--- config.mk ---
export PLATFORM = sky130hd
export DESIGN_NAME = gpde_divstep
export DESIGN_NICKNAME = d
export VERILOG_FILES = /design/src/rtl/gf2_poly_divstep_engine_unit_macros.svh /design/src/rtl/gpde_pkg.sv /design/src/rtl/gpde_divstep.sv
export SDC_FILE = /design/constraint.sdc
export NUM_CORES = 1
export LEC_CHECK = 0
export BUFFER_PORTS_ARGS = -buffer_cell sky130_fd_sc_hd__buf_2
export CORE_AREA = 4 4 310 312
export CTS_CLUSTER_SIZE = 28
export DETAILED_ROUTE_END_ITERATION = 6
export DIE_AREA = 0 0 314 316
export REMOVE_ABC_BUFFERS = 1
export SLEW_MARGIN = 20
export SYNTH_ARGS = -nofsm -noshare
export SYNTH_HDL_FRONTEND = slang
export SYNTH_SLANG_ARGS = --single-unit
--- constraint.sdc ---
create_clock -name clk -period 3.1 [get_ports clk]
set_input_delay 0 -clock clk [delete_from_list [all_inputs] [get_ports clk]]
set_output_delay 0 -clock clk [all_outputs]
set_load 0.02 [all_outputs]
--- src/rtl/gf2_poly_divstep_engine_unit_macros.svh ---
// Assertion macros used by the top level of the divstep engine.
`ifndef GF2_POLY_DIVSTEP_ENGINE_UNIT_MACROS_SVH
`define GF2_POLY_DIVSTEP_ENGINE_UNIT_MACROS_SVH

// Same-cycle implication, checked on the rising clock edge outside reset.
`define GPDE_ASSERT_IMPL(label, clk, rst_n, ante, cons, msg) \
  label: assert property (@(posedge clk) disable iff (!rst_n) (ante) |-> (cons)) \
    else $error(msg);

// Next-cycle implication, checked on the rising clock edge outside reset.
`define GPDE_ASSERT_NEXT(label, clk, rst_n, ante, cons, msg) \
  label: assert property (@(posedge clk) disable iff (!rst_n) (ante) |=> (cons)) \
    else $error(msg);

`endif

--- src/rtl/gpde_pkg.sv ---
// Package with the shared constants and types of the divstep engine.
package gpde_pkg;

  localparam int FIELD_W       = 64;
  localparam int DELTA_W       = 10;
  localparam int STEP_W        = 8;
  localparam int MAX_STEPS     = 255;
  localparam int POLY_BITS_DEF = 64;
  localparam int NUM_POLY      = 6;

  localparam logic [STEP_W-1:0] STEP_COUNT_RST = 8'd125;

  // Slots of the polynomial bundle that travels down the pipeline.
  localparam int IDX_F = 0;
  localparam int IDX_G = 1;
  localparam int IDX_U = 2;
  localparam int IDX_V = 3;
  localparam int IDX_Q = 4;
  localparam int IDX_R = 5;

  // Control that travels with each word: its valid bit and its delta.
  typedef struct packed {
    logic               valid;
    logic [DELTA_W-1:0] delta;
  } gpde_ctrl_t;

endpackage

--- src/rtl/gpde_divstep.sv ---
// One registered divstep stage; it passes the word through when its step is not run.
module gpde_divstep #(
  parameter int POLY_BITS = gpde_pkg::POLY_BITS_DEF,
  parameter int STEP_IDX  = 0
) (
  input  logic                                            clk,
  input  logic                                            rst_n,
  input  logic                                            en,
  input  logic [gpde_pkg::STEP_W-1:0]                     step_count,
  input  gpde_pkg::gpde_ctrl_t                            ctrl_i,
  input  logic [gpde_pkg::NUM_POLY-1:0][POLY_BITS-1:0]    polys_i,
  output gpde_pkg::gpde_ctrl_t                            ctrl_o,
  output logic [gpde_pkg::NUM_POLY-1:0][POLY_BITS-1:0]    polys_o
);
  import gpde_pkg::*;

  localparam logic [STEP_W-1:0] StepIdxC = STEP_W'(STEP_IDX);

  gpde_ctrl_t                         ctrl_r, ctrl_nxt;
  logic [NUM_POLY-1:0][POLY_BITS-1:0] polys_r, polys_nxt;
  logic                               active, swap, f0, g0;
  logic [DELTA_W-1:0]                 delta_sw;
  logic [POLY_BITS-1:0]               f1, g1, u1, v1, q1, r1;

  always_comb begin
    active = ctrl_i.valid && (StepIdxC < step_count);
    swap   = active && (ctrl_i.delta != '0) && !ctrl_i.delta[DELTA_W-1]
             && polys_i[IDX_G][0];

    f1 = swap ? polys_i[IDX_G] : polys_i[IDX_F];
    g1 = swap ? polys_i[IDX_F] : polys_i[IDX_G];
    u1 = swap ? polys_i[IDX_Q] : polys_i[IDX_U];
    q1 = swap ? polys_i[IDX_U] : polys_i[IDX_Q];
    v1 = swap ? polys_i[IDX_R] : polys_i[IDX_V];
    r1 = swap ? polys_i[IDX_V] : polys_i[IDX_R];
    delta_sw = swap ? (~ctrl_i.delta + DELTA_W'(1)) : ctrl_i.delta;

    f0 = f1[0];
    g0 = g1[0];

    ctrl_nxt.valid = ctrl_i.valid;
    polys_nxt      = polys_i;
    ctrl_nxt.delta = ctrl_i.delta;
    if (active) begin
      ctrl_nxt.delta   = delta_sw + DELTA_W'(1);
      polys_nxt[IDX_F] = f1;
      polys_nxt[IDX_G] = ((f0 ? g1 : '0) ^ (g0 ? f1 : '0)) >> 1;
      polys_nxt[IDX_Q] = (f0 ? q1 : '0) ^ (g0 ? u1 : '0);
      polys_nxt[IDX_R] = (f0 ? r1 : '0) ^ (g0 ? v1 : '0);
      polys_nxt[IDX_U] = u1 << 1;
      polys_nxt[IDX_V] = v1 << 1;
    end
  end

  // Only the valid bit is reset; the payload simply follows it.
  always_ff @(posedge clk) begin
    if (!rst_n) begin
      ctrl_r.valid <= 1'b0;
    end else if (en) begin
      ctrl_r.valid <= ctrl_nxt.valid;
    end
    if (en) begin
      ctrl_r.delta <= ctrl_nxt.delta;
      polys_r      <= polys_nxt;
    end
  end

  assign ctrl_o  = ctrl_r;
  assign polys_o = polys_r;

endmodule

[Word-level counts from Yosys, hierarchy flattened]
Index checks and enable logic that the tools add are counted.
Word-level totals
  flip-flop bits (word level): 395
  input port bits: 406
  output and inout port bits: 395
  word-level logic and storage cells: 39
Cells by class
  order comparisons: 1
  bitwise logic cells: 4
  add/subtract/negate cells: 2
  multiplexer cells: 15
  reductions and logical operators: 6
Operator list (number)
  64-bit two-way mux: 12
  384-bit two-way mux: 1
  64-bit XOR: 3
  10-bit by 1-bit adder with 10-bit output (second input constant): 2
  10-bit two-way mux: 2
  10-bit inverter: 1
  10-bit nonzero test: 1
  1-bit by 8-bit less-than comparator with 1-bit output (first input constant): 1
  1-bit logical AND: 4
  1-bit logical NOT: 1

[Longest topological paths before layout]
  depth after elaboration: 9
  depth in mapped cells: 17
  gate-level depth less buffers: 13

[Worst setup path after synthesis]
No wires, ideal clock.
  kind: in2reg
  start: in ctrl_i[0] (netlist bit)
  end: reg ctrl_r (netlist bit ctrl_o[8]), data pin
  cell stages on the path: 15
  buffers on the path: 4
  arrival time: 2450 ps
  setup slack: 393 ps
  data required time: 2842 ps
  library setup time: 258 ps
  cell sequence: buf_2 > inv_1 > ha_1 > nor4b_1 > nand2_1 > and2_1 > buf_2 > buf_4 > buf_2 > o21ai_0 > ha_1 > inv_1 > a211oi_2 > mux2i_1 > xnor2_1
RTL lines
  start, declared: line gpde_divstep.sv:10  | input gpde_pkg::gpde_ctrl_t ctrl_i,
  end, declared: line gpde_divstep.sv:19  | gpde_ctrl_t ctrl_r, ctrl_nxt;

==> out/results.tsv <==
metric	value	unit
synth_cell_type_count	46	
worst_slew_pin_slew	0.853	ns
core.rowCount	112	
async_reset_ff_share	0	%
htreeDepth	2	
grt_setup_unrepaired	false	
final_nets	3852	
numCtsBuffers	48	
hp-class	in -> reg	
grt_pass1_wl	138000	um
coreArea	93000	um^2
startpoint_type	input pin	
grt_pass1_vias	22500	
path_max_fanout	8	
ys_seq_area_share	58.3	%
drive_above_1_share	26.8	%
wl_per_cell	20.1	um
maxSlewHeadroom	43.2	%
dpl_cell_area	25900	um^2
ioPinCount	801	
ys_warn_count	0	
critPathKind	in -> reg	
io_buffers	800	
worstPathArrival	3.21	ns
path_clk_slew	0.06	ns
drt_iter0_drc	2666	
vias	23100	
ys.flop_type	edfxtp_1	
die_h	316	um
synth_edf_count	394	
power	16100	uW
synth.avg_cell_area	9.87	um^2
grt_usage	17.9	%
clock-skew-final	0	ns
place_congestion	0.899	
post-dp-hpwl	63000	um
viasPerCell	4.87	
peakVddDrop	369	uV
cts_buffer_depth	3	
synth_seq_cells	395	
dr.pass1.iters	6	
final-hold-violation-count	0	
netlist_instances	2059	
clk_latency	0.59	ns
totalWireLength	95200	um
power_density	476	nW/um^2
max_freq	0.348	GHz
clock_sinks	395	
synthToLayoutAreaGrowth	66.4	%
p_leak	0.0141	uW
overflow	0	
end_kind	flop	
setup_tns	0	ns
drv_cap	0	
period_minus_slack	2.87	ns
antenna_found_initial	10	
final-setup-viol-count	0	
fin_crit_sh	92.7	%
stdcell_area	33800	um^2
grt_max_degree	147	
die_w	314	um
design.die.area	99200	um^2
required	3.44	ns
holdWs	0.164	ns
outcome	completed	
cts_root_buf	clkbuf_16	
initial_core_util	21.8	%
drv_slew	0	
drc_errors	0	
netlist_area	20300	um^2
cts_tree	built	
ant_nets	0	
-- report_power, final --
part	internal, uW	switching [uW]	leakage [uW]
clock	3060	2420	0.000715
combinational	1660	2290	0.00948
sequential	6510	174	0.00385
total	11200	4880	0.0141
-- final timing paths --
path / start / end / cells after the start / slack [ns]
min reg2reg: ctrl_o[10]$_SDFFE_PN0P_ / ctrl_o[10]$_SDFFE_PN0P_ / 3 / 1.09
max reg2reg: ctrl_o[10]$_SDFFE_PN0P_ / ctrl_o[10]$_SDFFE_PN0P_ / 3 / 1.94
max: ctrl_i[9] / ctrl_o[6]$_DFFE_PP_ / 13 / 0.23
min: polys_i[64] / polys_o[123]$_DFFE_PP_ / 5 / 0.16
-- layer usage --
metal / part of all wire [%] / global-route usage [%] / vias up
li1: - / - / 10300
met1: 38 / 21.9 / 11000
met2: 48 / 30.2 / 1458
met3: 9.7 / 4.50 / 280
met4: 4.6 / 7.79 / 4
met5: 0.029 / 0 / -
-- cells in the final DEF (no fill, tap or decap), drive strengths merged, types with 2 or more instances in the layout --
| cell | Yosys | routed |
|---|---|---|
| a211oi | 6 | 6 |
| a21oi | 9 | 9 |
| a22oi | 128 | 128 |
| a2bb2oi | 2 | 2 |
| a311oi | 128 | 128 |
| a31oi | 127 | 127 |
| and2 | 7 | 7 |
| and3 | 2 | 2 |
| buf | 51 | 854 |
| bufinv | 0 | 2 |
| clkbuf | 110 | 58 |
| clkinv | 0 | 20 |
| diode | 0 | 6 |
| dlygate4sd3 | 0 | 642 |
| edfxtp | 394 | 394 |
| ha | 2 | 2 |
| inv | 7 | 11 |
| mux2i | 6 | 6 |
| nand2 | 635 | 635 |
| nand2b | 4 | 4 |
| nand3 | 4 | 4 |
| nand4 | 3 | 3 |
| nor2 | 262 | 262 |
| nor3 | 6 | 6 |
| nor4 | 3 | 3 |
| o2111ai | 2 | 2 |
| o21ai | 73 | 73 |
| or3b | 2 | 2 |
| xnor2 | 71 | 71 |
| xor2 | 3 | 3 |
-- kinds of logic (layout without fill, tap and decap cells) --
group / after synthesis / count (layout) / share of synthesized area, %
xor gates and xnor gates: 74 / 74 / 3.19
and+or+nand+nor: 933 / 933 / 17.8
buffers and inverters: 168 / 1588 / 3.38
AOI/OAI and AO/OA: 481 / 481 / 17.0
DFF: 395 / 395 / 58.3
adders and majority gates: 2 / 2 / 0.123
muxes: 6 / 6 / 0.295
other: 0 / 6 / 0
-- cell usage after synthesis, types with 8 or more instances --
cell type,n,area [um^2]
nand2_1,635,2380
edfxtp_1,394,11800
nor2_1,262,983
a22oi_1,128,961
a311oi_1,128,1120
a31oi_1,127,795
clkbuf_1,110,413
o21ai_0,73,365
xnor2_1,71,622
buf_2,36,180
buf_1,13,48.8
a21oi_1,8,40.0
-- per-stage QoR --
stage	cells	utilization, %	worst slack [ns]
3_5_place_dp	4006	27.8	0.436
4_1_cts	4733	36.3	0.0308
2_1_floorplan	1898	-	-11.90
3_3_place_gp	4006	27.8	0.489
6_report	4739	36.3	0.226
5_1_grt	4736	36.3	0.0364
-- layout make-up --
cell class / count / area, um^2
Fill cell: 9121 / 59200
Sequential cell: 395 / 11900
Timing Repair Buffer: 1496 / 11100
Multi-Input combinational cell: 1496 / 7850
Tap cell: 1254 / 1570
Clock buffer: 58 / 1260
Clock inverter: 27 / 195
Inverter: 7 / 26.3
Antenna cell: 6 / 15.0
-- critical path, stage by stage --
cell and delay, ns:
dlygate4sd3_1 0.55, buf_2 0.14, nand2b_1 0.29, a211oi_4 0.48
and2_4 0.28, nand2_1 0.06, o21ai_0 0.07, ha_1 0.23
inv_1 0.11, nor3_1 0.19, o21ai_0 0.11, xor2_1 0.15
dlygate4sd3_1 0.56
-- state kept, by name, summed over array words and instances (netlist names) --
register	count
polys_o	384
ctrl_o	11
-- what timing repair did --
item / CTS / global route
endpoints found under the setup margin: 0 / 1
resized for setup: 0 / 3
hold buffers: 642 / 0
hold endpoints to repair: 453 / 0
setup buffers: 0 / 0
(Power assumes the default switching activity.)
