<file path="src/rtl/gf2_poly_divstep_engine_unit_macros.svh">
// Assertion macros used by the top level of the divstep engine.
`ifndef GF2_POLY_DIVSTEP_ENGINE_UNIT_MACROS_SVH
`define GF2_POLY_DIVSTEP_ENGINE_UNIT_MACROS_SVH

// Same-cycle implication, checked on the rising clock edge outside reset.
`define GPDE_ASSERT_IMPL(label, clk, rst_n, ante, cons, msg) \
  label: assert property (@(posedge clk) disable iff (!rst_n) (ante) |-> (cons)) \
    else $error(msg);

// Next-cycle implication, checked on the rising clock edge outside reset.
`define GPDE_ASSERT_NEXT(label, clk, rst_n, ante, cons, msg) \
  label: assert property (@(posedge clk) disable iff (!rst_n) (ante) |=> (cons)) \
    else $error(msg);

`endif

</file>
<file path="src/rtl/gpde_pkg.sv">
// Package with the shared constants and types of the divstep engine.
package gpde_pkg;

  localparam int FIELD_W       = 64;
  localparam int DELTA_W       = 10;
  localparam int STEP_W        = 8;
  localparam int MAX_STEPS     = 255;
  localparam int POLY_BITS_DEF = 64;
  localparam int NUM_POLY      = 6;

  localparam logic [STEP_W-1:0] STEP_COUNT_RST = 8'd125;

  // Slots of the polynomial bundle that travels down the pipeline.
  localparam int IDX_F = 0;
  localparam int IDX_G = 1;
  localparam int IDX_U = 2;
  localparam int IDX_V = 3;
  localparam int IDX_Q = 4;
  localparam int IDX_R = 5;

  // Control that travels with each word: its valid bit and its delta.
  typedef struct packed {
    logic               valid;
    logic [DELTA_W-1:0] delta;
  } gpde_ctrl_t;

endpackage

</file>
<file path="src/rtl/gpde_load.sv">
// Load stage: masks the operands, sets the initial delta and transition matrix.
module gpde_load #(
  parameter int POLY_BITS = gpde_pkg::POLY_BITS_DEF
) (
  input  logic                                            clk,
  input  logic                                            rst_n,
  input  logic                                            en,
  input  logic                                            valid_i,
  input  logic [gpde_pkg::FIELD_W-1:0]                    f_i,
  input  logic [gpde_pkg::FIELD_W-1:0]                    g_i,
  output gpde_pkg::gpde_ctrl_t                            ctrl_o,
  output logic [gpde_pkg::NUM_POLY-1:0][POLY_BITS-1:0]    polys_o
);
  import gpde_pkg::*;

  localparam int DEG_W = $clog2(POLY_BITS);

  gpde_ctrl_t                         ctrl_r, ctrl_nxt;
  logic [NUM_POLY-1:0][POLY_BITS-1:0] polys_r, polys_nxt;
  logic [POLY_BITS-1:0]               f_m, g_m;

  // Index of the highest set coefficient; the zero polynomial gives zero.
  function automatic logic [DEG_W-1:0] deg_of(input logic [POLY_BITS-1:0] p);
    logic [DEG_W-1:0] d;
    d = '0;
    for (int i = 0; i < POLY_BITS; i++) begin
      if (p[i]) d = DEG_W'(i);
    end
    return d;
  endfunction

  always_comb begin
    f_m = f_i[POLY_BITS-1:0];
    g_m = g_i[POLY_BITS-1:0];
    ctrl_nxt.valid = valid_i;
    ctrl_nxt.delta = DELTA_W'(deg_of(f_m)) - DELTA_W'(deg_of(g_m));
    polys_nxt        = '0;
    polys_nxt[IDX_F] = f_m;
    polys_nxt[IDX_G] = g_m;
    polys_nxt[IDX_U] = POLY_BITS'(1);
    polys_nxt[IDX_R] = POLY_BITS'(1);
  end

  // Only the valid bit is reset; the payload simply follows it.
  always_ff @(posedge clk) begin
    if (!rst_n) begin
      ctrl_r.valid <= 1'b0;
    end else if (en) begin
      ctrl_r.valid <= ctrl_nxt.valid;
    end
    if (en) begin
      ctrl_r.delta <= ctrl_nxt.delta;
      polys_r      <= polys_nxt;
    end
  end

  assign ctrl_o  = ctrl_r;
  assign polys_o = polys_r;

endmodule

</file>
<file path="config.mk">
export PLATFORM = sky130hd
export DESIGN_NAME = gpde_load
export DESIGN_NICKNAME = d
export VERILOG_FILES = /design/src/rtl/gf2_poly_divstep_engine_unit_macros.svh /design/src/rtl/gpde_pkg.sv /design/src/rtl/gpde_load.sv
export SDC_FILE = /design/constraint.sdc
export NUM_CORES = 1
export LEC_CHECK = 0
export BUFFER_PORTS_ARGS = -buffer_cell sky130_fd_sc_hd__buf_4
export CAP_MARGIN = 10
export CORE_AREA = 2 2 203 205
export DETAILED_ROUTE_END_ITERATION = 8
export DIE_AREA = 0 0 205 207
export SLEW_MARGIN = 10
export SYNTH_ARGS = -nofsm -noshare
export SYNTH_HDL_FRONTEND = slang
export SYNTH_SLANG_ARGS = --single-unit
</file>
<file path="constraint.sdc">
create_clock -name clk -period 3.7 [get_ports clk]
set_input_delay 0.925 -clock clk [delete_from_list [all_inputs] [get_ports clk]]
set_output_delay 0.925 -clock clk [all_outputs]
set_load 0.02 [all_outputs]
</file>
-- Word level (Yosys, flattened, before mapping)
Cells that the tools add are included.
- muxes and demuxes: 126
- add/sub/neg operators: 1
- operators by type and width (kind ; number):
    two-way mux 6 bit ; 124
    subtractor 6 x 6 -> 7 bit ; 1
    two-way mux 1 bit ; 2
- input bits: 132
- output and inout bits: 395
- register bits: 139
- logic and storage cells: 131

-- Longest topological paths before layout
Gate-level depths: netlist of the first run.
- word-level depth: 64
- gate-level depth with buffers: 13
- depth with buffers taken out: 13

-- Worst setup path after synthesis of the first run
Ideal clock, no wire load.
- path type: in2reg
- start point: input port g_i[33] (netlist bit)
- end point: register ctrl_r, in the netlist ctrl_o[8], data pin
- arrival time: 3.063 ns
- data required time: 3.443 ns
- stages: 13
- path buffers: 0
- slack: 0.379 ns
- library setup time: 0.257 ns
- path through: or4_4 > or3_1 > o311ai_0 > a211oi_1 > a211oi_1 > nor2_1 > ha_1 > inv_1 > fa_1 > a21o_1 > a21oi_1 > o21bai_1 > a21oi_1
- RTL lines (item ; line ; text):
    start, declared ; gpde_load.sv:10 ; input logic [gpde_pkg::FIELD_W-1:0] g_i,
    end, declared ; gpde_load.sv:18 ; gpde_ctrl_t ctrl_r, ctrl_nxt;

==> flow_summary_export.csv, run 1 <==
group,metric,value,unit
status,status,"completed",
floorplanning,initial_core_util,0.191,
sta,tightest_slew,601,ps
sta,min_period,3400,ps
route,first_pass_iters,4,
logic_synthesis,seq_area_frac_synth,0.529,
route,postRouteAntennaNets,0,
sta,setup_tns,0,ps
clock_network,clk_latency,430,ps
sta,fmax,0.294,GHz
clock_network,clk_pin_slew,60,ps
grt,grt_first_pass_wirelength,30.2,mm
logic_synthesis,synthCells,690,
worst_setup_path,cp.required,3870,ps
finish,drive_gt1_frac,0.334,
floorplanning,dieHeight,207,µm
sta,setup_viol,0,
logic_synthesis,ys.flop_type,"edfxtp_1",
grt,grt-ovfl-total,0,
pwr,irDropWorstVdd,0.246,mV
logic_synthesis,ys.warnings.count,0,
hold_path,hp-start,"ctrl_o[10]",
worst_setup_path,setup.worst_path.start,"f_i[5]",
logic_synthesis,synth-seq-cells,136,
sta,period_share,0.919,
logic_synthesis,synth-edff-count,135,
floorplanning,die_w,205,µm
sta,rsz0062_at_grt,"false",
worst_setup_path,r2r_cells,2,
clock_network,hold_buffers,0,
placement,port_buffers,270,
route,first_iter_violations,330,
hold_path,hold_path.class,"register to register",
route,wirelength,21.9,mm
sta,hold_viol_final,0,
grt,grt_max_degree,53,
finish,area_growth,34.5,%
grt,first_global_vias,4919,
finish,layout_common_cells,"311 x buf_4, 256 x conb_1, 135 x edfxtp_1",
clock_network,htreeDepth,4,
floorplanning,rows,74,
finish,n_antenna_cell,0,
logic_synthesis,ys_types,50,
clock_network,cts_max_path_buffers,2,
route,drc,0,
clock_network,cts_sinks,136,
route,viasPerCell,3.62,
route,routedWlPerCell,14.0,µm
clock_network,cts_made_buffers,17,
clock_network,cts_tree,"done",
finish,nets,1156,
worst_setup_path,rr_startpoint,"ctrl_o[10]",
route,via_count,5653,
clock_network,root_buffer,"clkbuf_16",
sta,maxSlewViolCount,0,
floorplanning,core_area,40400,µm²
worst_setup_path,critPathKind,"input port to register",
finish,layout_commonest_cell,"buf_4",
grt,antenna_found_initial,0,
floorplanning,ios,527,
sta,skew,0,ps
sta,timing.hold.ws,523,ps
worst_setup_path,cp_max_fo,2,
hold_path,whs_path_depth,2,
worst_setup_path,arrival,3570,ps
worst_setup_path,end_kind,"register",
flow_run,cap_violations,0,
floorplanning,die_area,42400,µm²
placement,dp_hpwl,18.0,mm
logic_synthesis,syn-cell-area,7700,µm²
worst_setup_path,cp-start-kind,"input port",
pwr,leakagePower,4.53,nW
logic_synthesis,syn_area_per_cell,11.2,µm²
placement,gp_congestion,0.822,
logic_synthesis,async_flop_share,0,
grt,globalRouteTotalUtil,0.0956,
pwr,power_density,445,nW/µm²
sta,slew-limit-headroom,0.595,
==> per-layer routing <==
metal	wire, µm	part of all wire	vias up	global-route usage
li1	-	-	2617	-
met4	230	0.010	0	0.0293
met1	8760	0.40	2649	0.117
met3	2100	0.096	17	0.0225
met2	10900	0.49	370	0.165
met5	0	0	-	0
==> area by class of cell <==
class | instances | area (µm²)
fill | 4321 | 30000
sequential | 136 | 4070
multi-input combinational | 519 | 2530
timing repair buffer | 313 | 2370
tap | 532 | 666
clock buffer | 20 | 437
clock inverter | 12 | 176
inverter | 30 | 113
==> metrics by stage <==
step | worst slack, ps | total power, W | instance area, µm² | util | std cells
6_report | 299 | 0.00461 | 10400 | 0.257 | 1562
5_1_grt | 58.3 | 0.00479 | 10400 | 0.257 | 1562
3_3_place_gp | -501 | 0.00286 | 9750 | 0.241 | 1530
2_1_floorplan | 379 | 0.00260 | 8660 | - | 944
4_1_cts | 53.2 | 0.00466 | 10400 | 0.257 | 1562
3_5_place_dp | -406 | 0.00287 | 9750 | 0.241 | 1530
==> final timing paths <==
kind / endpoint / slack [ps]
worst min-delay path: ctrl_o[10] / 520
worst min register to register: ctrl_o[10] / 520
worst max register to register: ctrl_o[10] / 3120
worst max-delay path: ctrl_o[5] / 300
==> worst max-delay path, cell delays in order <==
cell and delay (ps):
buf_4 120, o31ai_1 440, o311ai_0 220, a31oi_1 320, o21ai_1 140, a41oi_1 360
ha_1 310, a21o_1 160, a21o_1 180, a21o_1 170, a21oi_1 160, xnor2_1 80
==> power breakdown <==
group / internal (W) / switching [W]
combinational: 0.000318 / 0.000643
clock: 0.00113 / 0.000652
sequential: 0.00184 / 0.0000383
==> repair_timing <==
item,4_1_cts,5_1_grt
gates resized for setup,0,1
setup buffers,0,0
endpoints found under the setup margin,0,1
==> flip-flops by register name, indices dropped and copies added, names as in the netlist <==
register / count
polys_o: 128
ctrl_o: 8
==> cells by family (layout without fill, tap and decap cells) <==
family                   count (synthesis)  after routing  share of synthesized area
multiplexers                             1              1                    0.00130
flip-flops                             136            136                      0.529
AO/OA/AOI/OAI                          110            110                     0.0914
buffers and inverters                  289            375                      0.267
XOR/XNOR                                 4              4                    0.00455
other                                    2            256                   0.000975
AND/OR/NAND/NOR                        141            141                     0.0937
adder cells (fa/ha/maj)                  7              7                     0.0123
==> cells in the mapped netlist, types with 2 or more instances <==
cell type	count	area, µm²
a21oi_1	32	160
a21o_1	4	30.0
ha_1	6	75.1
a41oi_1	2	17.5
nand3_1	7	35.0
o31a_1	2	17.5
buf_4	259	1940
a211oi_1	5	37.5
o21ai_1	8	40.0
o211ai_1	2	15.0
a31oi_1	6	37.5
inv_1	30	113
or3_1	2	12.5
nand2_1	15	56.3
nor3_1	13	65.1
nand2b_1	2	12.5
conb_1	2	7.51
nor4_1	31	194
edfxtp_1	135	4050
xnor2_1	2	17.5
o21ai_0	17	85.1
o21bai_1	6	45.0
o31ai_1	10	75.1
a2111oi_0	2	17.5
nand4_1	4	25.0
xor2_1	2	17.5
nor2b_1	6	37.5
nor2_1	47	176
nor4b_1	2	17.5
or4_1	7	52.6
o311ai_0	3	26.3
Power figures use the tool's default switching activity.
==> run 2: changes to the inputs <==
Settings changed: REMOVE_ABC_BUFFERS from default to 1.
Clock period 3.7 ns to 3 ns, I/O delays scaled along.
==> run 2 against run 1 <==
Clock skew stayed put. Worst setup slack worse by 260 ps. Clock power is 22% higher. Sequential share of layout area is 4.2 points lower. Global-route usage is 1.3 points higher. Final area is 12% higher. Via count is 8.0% higher.
==> flow_summary_export.csv, run 2 (synthesized netlist as in run 1, its figures left out) <==
group,metric,value,unit
sta,skew,0,ps
worst_setup_path,r2r_cells,2,
placement,port_buffers,270,
placement,place_area,10700,µm²
grt,grt_max_degree,49,
sta,min_period,2960,ps
pwr,pwr-share-clk,0.373,
sta,hold_viol_final,0,
sta,rsz0062_at_grt,"true",
sta,fmax,0.338,GHz
sta,setup_viol,0,
placement,gp_congestion,0.819,
placement,place_ws,-801,ps
finish,nets,1283,
sta,period_share,0.985,
pwr,p_int,0.00407,W
route,drc,0,
worst_setup_path,cp.required,3190,ps
grt,grt-ovfl-total,0,
sta,tightest_slew,634,ps
pwr,irDropWorstVdd,0.371,mV
finish,drive_gt1_frac,0.443,
hold_path,whs_path_depth,1,
worst_setup_path,critPathKind,"input port to register",
finish,fillCellCount,4238,
finish,stdcell_count,1688,
hold_path,hold_path.class,"input port to register",
route,first_iter_violations,323,
clock_network,hold_buffers,0,
pwr,net-switching-power,0.00176,W
worst_setup_path,cp-start-kind,"input port",
placement,placed_cells,1657,
pwr,leakagePower,5.20,nW
clock_network,cts_sinks,136,
floorplanning,rows,74,
grt,first_global_vias,5661,
clock_network,cts_max_path_buffers,2,
floorplanning,die_area,42400,µm²
floorplanning,die_w,205,µm
floorplanning,dieHeight,207,µm
finish,layout_commonest_cell,"buf_4",
grt,globalRouteTotalUtil,0.108,
grt,antenna_found_initial,0,
finish,layout_common_cells,"432 x buf_4, 256 x conb_1, 135 x edfxtp_1",
placement,dp_hpwl,19.9,mm
finish,multiInputGateArea,2770,µm²
grt,grt_first_pass_wirelength,34.2,mm
pwr,comb_power_share,0.230,
sta,slew-limit-headroom,0.574,
floorplanning,ios,527,
flow_run,cap_violations,0,
floorplanning,initial_core_util,0.191,
finish,n_antenna_cell,0,
worst_setup_path,end_kind,"register",
route,viasPerCell,3.62,
clock_network,htreeDepth,4,
pwr,p_seq_frac,0.397,
clock_network,cts_made_buffers,17,
clock_network,cts_tree,"done",
clock_network,clk_latency,440,ps
pwr,power_density,503,nW/µm²
route,first_pass_iters,4,
sta,worst_slack,43.7,ps
finish,area_growth,50.5,%
status,status,"completed",
route,postRouteAntennaNets,0,
worst_setup_path,arrival,3140,ps
sta,maxSlewViolCount,0,
finish,register_area,4070,µm²
sta,timing.hold.ws,494,ps
pwr,netSwitchingFraction,0.301,
clock_network,clk_pin_slew,60,ps
finish,stdcell_area,11600,µm²
clock_network,root_buffer,"clkbuf_16",
route,routedWlPerCell,14.4,µm
route,via_count,6105,
pwr,power,0.00583,W
worst_setup_path,cp_max_fo,4,
finish,largest_reg_flops,128,
floorplanning,core_area,40400,µm²
route,wirelength,24.3,mm
[run 2: timing repair]
item                       4_1_cts  5_1_grt
gates resized for setup         34       19
pin swaps                       20       20
setup endpoints to repair        6        4
setup buffers                    0        1
[run 2: power groups by stage]
| stage | Clock [W] | Combinational (W) | Sequential (W) |
|---|---|---|---|
| 2_1_floorplan | 0 | 0.000379 | 0.00256 |
| 3_3_place_gp | 0 | 0.00130 | 0.00235 |
| 3_5_place_dp | 0 | 0.00131 | 0.00236 |
| 4_1_cts | 0.00224 | 0.00133 | 0.00232 |
| 5_1_grt | 0.00231 | 0.00142 | 0.00233 |
| 6_report | 0.00218 | 0.00134 | 0.00231 |
[run 2: layer usage]
| metal | track usage | wire [µm] |
|---|---|---|
| met5 | 0 | 0 |
| met4 | 0.0444 | 533 |
| met3 | 0.0275 | 1970 |
| met2 | 0.185 | 12200 |
| met1 | 0.128 | 9580 |
[run 2: critical path, stage by stage]
cell	delay [ps]
buf_4	130
nor4_1	260
o31ai_1	130
o311ai_2	140
a31oi_1	160
buf_4	180
o21ai_2	160
a41oi_1	170
ha_1	330
a21o_1	160
a21o_1	160
a21o_1	160
a21oi_2	150
xnor2_1	90
[run 2: worst paths after layout]
path,from,slack [ps],end
worst max register to register,ctrl_o[10],2350,ctrl_o[10]
worst min-delay path,g_i[0],490,polys_o[64]
worst max-delay path,f_i[10],40,ctrl_o[5]
worst min register to register,ctrl_o[10],580,ctrl_o[10]
[run 2: layout make-up]
cell class / instances / area share
clock inverters: 14 / 0.0149
repair buffers: 440 / 0.291
flip-flops and latches: 136 / 0.351
well taps: 532 / 0.0574
multi-input cells: 519 / 0.239
clock buffers: 17 / 0.0367
inverters: 30 / 0.00971
[run 2: through the flow]
| step | util | setup TNS, ps |
|---|---|---|
| after floorplan | - | -344 |
| after global routing | 0.287 | -144 |
| after detailed placement | 0.266 | -4130 |
| after global placement | 0.266 | -4080 |
| final | 0.287 | 0 |
| after CTS | 0.285 | 0 |
